--- src/rtl/sbmc_pkg.sv ---
// Shared types, constants and small lookup functions for the bone matrix composer.
package sbmc_pkg;

    localparam int WORDS_PER_BONE = 12;
    localparam int BONE_SLOTS     = 64;   // codes of the 6-bit bone_index
    localparam int PROD_W         = 48;   // rounded s31.16 product of two s15.16 operands
    localparam int SUM_W          = 52;   // wide accumulator / rotation sums

    localparam logic signed [31:0] ONE_Q16 = 32'sd65536;

    // register map (word index, taken from paddr[2])
    localparam logic REG_BONE_COUNT = 1'b0;

    // slots of the quaternion product registers
    localparam logic [3:0] QP_XX = 4'd0;
    localparam logic [3:0] QP_YY = 4'd1;
    localparam logic [3:0] QP_ZZ = 4'd2;
    localparam logic [3:0] QP_XY = 4'd3;
    localparam logic [3:0] QP_XZ = 4'd4;
    localparam logic [3:0] QP_YZ = 4'd5;
    localparam logic [3:0] QP_WX = 4'd6;
    localparam logic [3:0] QP_WY = 4'd7;
    localparam logic [3:0] QP_WZ = 4'd8;

    // quaternion component slots
    localparam logic [1:0] Q_X = 2'd0;
    localparam logic [1:0] Q_Y = 2'd1;
    localparam logic [1:0] Q_Z = 2'd2;
    localparam logic [1:0] Q_W = 2'd3;

    localparam logic [1:0] K_TRANS = 2'd3;  // fourth term of each world word

    typedef enum logic [2:0] {
        ST_IDLE,
        ST_QMUL,
        ST_ROT,
        ST_LMUL,
        ST_WMUL,
        ST_WRITE,
        ST_FLUSH
    } state_t;

    typedef struct packed {
        logic signed [31:0] scale_x;
        logic signed [31:0] scale_y;
        logic signed [31:0] scale_z;
        logic signed [31:0] rot_x;
        logic signed [31:0] rot_y;
        logic signed [31:0] rot_z;
        logic signed [31:0] rot_w;
        logic signed [31:0] pos_x;
        logic signed [31:0] pos_y;
        logic signed [31:0] pos_z;
        logic [6:0]         parent_index;
        logic [5:0]         bone_index;
    } bone_t;

    typedef struct packed {
        logic signed [31:0] m00;
        logic signed [31:0] m01;
        logic signed [31:0] m02;
        logic signed [31:0] m10;
        logic signed [31:0] m11;
        logic signed [31:0] m12;
        logic signed [31:0] m20;
        logic signed [31:0] m21;
        logic signed [31:0] m22;
        logic signed [31:0] trans_x;
        logic signed [31:0] trans_y;
        logic signed [31:0] trans_z;
    } mat_t;

    function automatic logic signed [31:0] sat32(input logic signed [SUM_W-1:0] x);
        logic signed [31:0] res;
        if ((x[SUM_W-1:31] == '0) || (x[SUM_W-1:31] == '1))
        begin
            res = x[31:0];
        end
        else if (x[SUM_W-1])
        begin
            res = 32'sh8000_0000;
        end
        else
        begin
            res = 32'sh7fff_ffff;
        end
        return res;
    endfunction

    // 1 - 2(u+v)
    function automatic logic signed [31:0] rot_diag(input logic signed [PROD_W-1:0] u,
                                                    input logic signed [PROD_W-1:0] v);
        logic signed [SUM_W-1:0] sum;
        sum = SUM_W'(u) + SUM_W'(v);
        return sat32(SUM_W'(ONE_Q16) - (sum <<< 1));
    endfunction

    // 2(u+v) or 2(u-v)
    function automatic logic signed [31:0] rot_off(input logic signed [PROD_W-1:0] u,
                                                   input logic signed [PROD_W-1:0] v,
                                                   input logic neg);
        logic signed [SUM_W-1:0] sum;
        if (neg)
        begin
            sum = SUM_W'(u) - SUM_W'(v);
        end
        else
        begin
            sum = SUM_W'(u) + SUM_W'(v);
        end
        return sat32(sum <<< 1);
    endfunction

    // operand selects for the nine quaternion products, in QP_* order
    function automatic logic [1:0] qa_sel(input logic [3:0] n);
        logic [1:0] res;
        unique case (n)
            QP_XX, QP_XY, QP_XZ: res = Q_X;
            QP_YY, QP_YZ:        res = Q_Y;
            QP_ZZ:               res = Q_Z;
            QP_WX, QP_WY, QP_WZ: res = Q_W;
            default:             res = Q_X;
        endcase
        return res;
    endfunction

    function automatic logic [1:0] qb_sel(input logic [3:0] n);
        logic [1:0] res;
        unique case (n)
            QP_XX, QP_WX:        res = Q_X;
            QP_YY, QP_XY, QP_WY: res = Q_Y;
            QP_ZZ, QP_XZ, QP_YZ, QP_WZ: res = Q_Z;
            default:             res = Q_X;
        endcase
        return res;
    endfunction

    // matrix row of an output word (rotation words row-major, then translation)
    function automatic logic [1:0] row_of(input logic [3:0] w);
        logic [1:0] res;
        unique case (w)
            4'd0, 4'd1, 4'd2, 4'd9:  res = 2'd0;
            4'd3, 4'd4, 4'd5, 4'd10: res = 2'd1;
            4'd6, 4'd7, 4'd8, 4'd11: res = 2'd2;
            default:                 res = 2'd0;
        endcase
        return res;
    endfunction

    function automatic logic [1:0] col_of(input logic [3:0] w);
        logic [1:0] res;
        unique case (w)
            4'd0, 4'd3, 4'd6: res = 2'd0;
            4'd1, 4'd4, 4'd7: res = 2'd1;
            4'd2, 4'd5, 4'd8: res = 2'd2;
            default:          res = 2'd0;
        endcase
        return res;
    endfunction

    function automatic logic is_trans(input logic [3:0] w);
        return (w >= 4'd9);
    endfunction

    // parent-matrix word read for term k of output word s[5:2]
    function automatic logic [3:0] mem_off(input logic [5:0] s);
        logic [1:0] k;
        logic [1:0] row;
        logic [3:0] res;
        k   = s[1:0];
        row = row_of(s[5:2]);
        if (k != K_TRANS)
        begin
            res = {1'b0, row, 1'b0} + {2'b00, row} + {2'b00, k};
        end
        else if (is_trans(s[5:2]))
        begin
            res = 4'd9 + {2'b00, row};
        end
        else
        begin
            res = 4'd0;
        end
        return res;
    endfunction

endpackage

--- src/rtl/sbmc_mulq.sv ---
// Shared s15.16 multiplier: exact product, round half up, registered.
module sbmc_mulq (
    input  logic                               clk,
    input  logic signed [31:0]                 a,
    input  logic signed [31:0]                 b,
    output logic signed [sbmc_pkg::PROD_W-1:0] p
);

    import sbmc_pkg::*;

    logic signed [63:0]       full;
    logic signed [63:0]       rnd;
    logic signed [PROD_W-1:0] p_reg;

    assign full = 64'(a) * 64'(b);
    assign rnd  = full + 64'sd32768;

    // upper bits of the rounded product are the floor over 2^16
    always_ff @(posedge clk)
    begin
        p_reg <= rnd[63:16];
    end

    assign p = p_reg;

endmodule
--- config.mk ---
export PLATFORM = sky130hd
export DESIGN_NAME = sbmc_mulq
export DESIGN_NICKNAME = d
export VERILOG_FILES = /design/src/rtl/sbmc_pkg.sv /design/src/rtl/sbmc_mulq.sv
export SDC_FILE = /design/constraint.sdc
export NUM_CORES = 2
export LEC_CHECK = 0
export ABC_CLOCK_PERIOD_IN_PS = 24900
export BUFFER_PORTS_ARGS = -buffer_cell sky130_fd_sc_hd__buf_2
export CORE_ASPECT_RATIO = 0.9
export CORE_UTILIZATION = 55
export DETAILED_ROUTE_END_ITERATION = 8
export HOLD_SLACK_MARGIN = 0.02
export PLACE_DENSITY_LB_ADDON = 0.15
export SETUP_SLACK_MARGIN = 0.3
export SLEW_MARGIN = 20
export SYNTH_ARGS = -nofsm -noshare
export SYNTH_HDL_FRONTEND = slang
export SYNTH_SLANG_ARGS = --single-unit
--- constraint.sdc ---
create_clock -name clk -period 24.9 [get_ports clk]
set_input_delay 4.98 -clock clk [delete_from_list [all_inputs] [get_ports clk]]
set_output_delay 4.98 -clock clk [all_outputs]
set_load 0.005 [all_outputs]
==> impl_metrics.toml <==
[outcome]
status = "complete, but fails checks"
violations = "DRC"

[detailed_routing]
wl_per_cell_microns = 21.6
viasPerCell = 5.37
routed_wl_microns = 101000
via_count = 25100
drtIter0Drc = 1669
ant_nets = 0
first_pass_iters = 7
drc = 18

[die]
rows = 89
dieArea_sq_um = 67900
io_pins = 113
fp.dieW_microns = 274
die_y_microns = 247
start_util_pct = 55.8
core-area_sq_um = 65800

[clock_tree]
htree_levels = 2
postCtsHoldBufs = 0
clkTransAtPathRegs_ps = 80
cts_setup_buffers = 0
post_cts_resized = 0
tritoncts = "yes"
cts_buffers = 5
clockBufferDepth = 2
clock-sinks = 48
root_buffer = "clkbuf_16"

[synth]
synthCells = 3866
synthFlopType = "dfxtp_1"
async_reset_ff_share_pct = 0
synth.area.top_cells = "fa_1, inv_1, and2_1, ha_1, nand2_1"
synth-edff-count = 0
syn-mean-instance-area_sq_um = 9.51
ys_seq_area_share_pct = 2.62
yosys.area.top_type = "fa_1"
syn_area_sq_um = 36700
synth_cell_type_count = 60
syn_nets = 5190
yosysTopAreaCellShare_pct = 58.9
ys_seq_elements = 48
ys.warnings.count = 0

[sta]
rsz0062_at_grt = "false"
hold_violations = 0
layout_setup_ws_ps = 11910
fin_tns_setup_ps = 0
fmax_mhz = 77.0
slew_headroom_pct = 35.0
worst_slew_pin_slew_ps = 975
slew_violations = 0
finalCriticalPeriod_ps = 12990
final.period_utilization_pct = 52.2
final-setup-viol-count = 0

[global_routing]
grt_pass1_wl_microns = 163000
gr-total-overflow = 0
grt_util_all_layers_pct = 32.5
grt_max_degree = 33
antenna_found_initial = 6
grt_pass1_vias = 27600

[worst_setup_path]
crit_path_top_delay_cell = "clkinv_1"
cpPeakStageDelay_ps = 830
path_max_fanout = 26
critical_path.startpoint = "b[31]"
worstPathCellList = "buf_2, clkinv_1, nor2_1, fa_1, fa_1, fa_1, fa_1, fa_1, fa_1, fa_1, inv_1, fa_1, inv_1, ha_1, a21o_1, a21o_1, a21oi_1, nand2_1, a311o_1, o21ai_2, o22ai_1, or2_4, a211o_1, xor2_1"
crit_arrival_ps = 13220
crit_type = "in -> reg"
path_common_cell = "fa_1"
worstSetupStartpointType = "input port"
critPathCaptureType = "flop"
critPathRequiredTime_ps = 25130

[finish]
layout-drive-gt1-share_pct = 4.56
finalNetCount = 5139
area_growth_pct = 3.48
final_cell_mix = "fa_1, inv_1, nand2_1"
layout.cells.most_common = "fa_1"
largest_reg_flops = 48

[worst_hold_path]
hold_end = "p[10]"
hold_depth = 1
min_path_type = "reg -> out"
hp-start = "p[10]$_DFF_P_"

[placed_design]
place.gp.congestion = 0.890
hpwl_microns = 77900
dpl_worst_slack_ps = 11650
port_buffers = 112

[job]
max_cap_violations = 0
==> routing by layer <==
layer | track usage [%] | wire length, microns | vias up
met2 | 45.6 | 42500 | 1030
li1 | - | - | 10800
met4 | 5.49 | 1560 | 10
met5 | 0 | 68 | -
met1 | 46.8 | 43600 | 13200
met3 | 14.6 | 13600 | 94
==> through the flow <==
stage               util [%]  hold WS [ps]  cell area [sq um]  cells
finish                  57.8          5720              38000   4682
global route            57.8          5740              38000   4680
CTS                     57.8          5730              38000   4679
detailed placement      57.6          5360              37900   4672
global placement        57.6          5360              37900   4672
floorplan                  -          5260              36700   3866
==> cell type report <==
type                       count  area, sq um
multi-input combinational   2634        31300
fill                        5901        27800
inverter                     976         3660
tap                          864         1080
sequential                    48          961
timing repair buffer         150          846
clock buffer                   6          129
antenna                        3         7.51
clock inverter                 1         5.00
==> worst max-delay path: cells and delay by family <==
family / cells / cell delay [ps]
simple gates: 3 / 740
fa+ha+maj: 9 / 4440
xor+xnor: 1 / 140
compound gates: 7 / 1700
buf+inv: 4 / 1200
==> kinds of logic (layout without fill, tap and decap cells) <==
logic type	after synthesis	after routing	synth area share, %
adders and majority gates	1259	1259	65.0
buffers and inverters	1184	1133	12.1
and+or+nand+nor	1139	1139	15.5
AOI/OAI and AO/OA	174	174	3.28
xor gates and xnor gates	62	62	1.48
DFF	48	48	2.61
other	0	3	0
==> synth_stat cells (2+ instances only) <==
master and instances:
fa_1 1082, inv_1 975, nand2_1 513, and2_1 512
clkbuf_1 197, ha_1 177, a21oi_1 61, nor2_1 51
dfxtp_1 48, xnor2_1 43, o21ai_0 31, a21o_1 22
xor2_1 19, nand4_1 17, nand3_1 11, o21bai_1 9
nand2b_1 8, nor3_1 8, a211oi_1 6, a31oi_1 6
o21a_1 6, nor2b_1 5, and3_1 4, buf_2 4
a311oi_1 3, buf_1 3, clkbuf_2 3, o21ai_2 3
o31ai_1 3, or3_1 3, a2111oi_4 2, a211o_1 2
a41oi_2 2
==> worst max path at each step <==
stage	to	slack, ps
finish	p[41]$_DFF_P_	11910
floorplan	p[47]$_DFF_P_	12840
CTS	p[41]$_DFF_P_	11970
detailed placement	p[41]$_DFF_P_	11650
global placement	p[41]$_DFF_P_	11650
global route	p[47]$_DFF_P_	11510
Power is not shown: default switching activity piles up to over one toggle a cycle in this logic, so the estimate is an artifact.
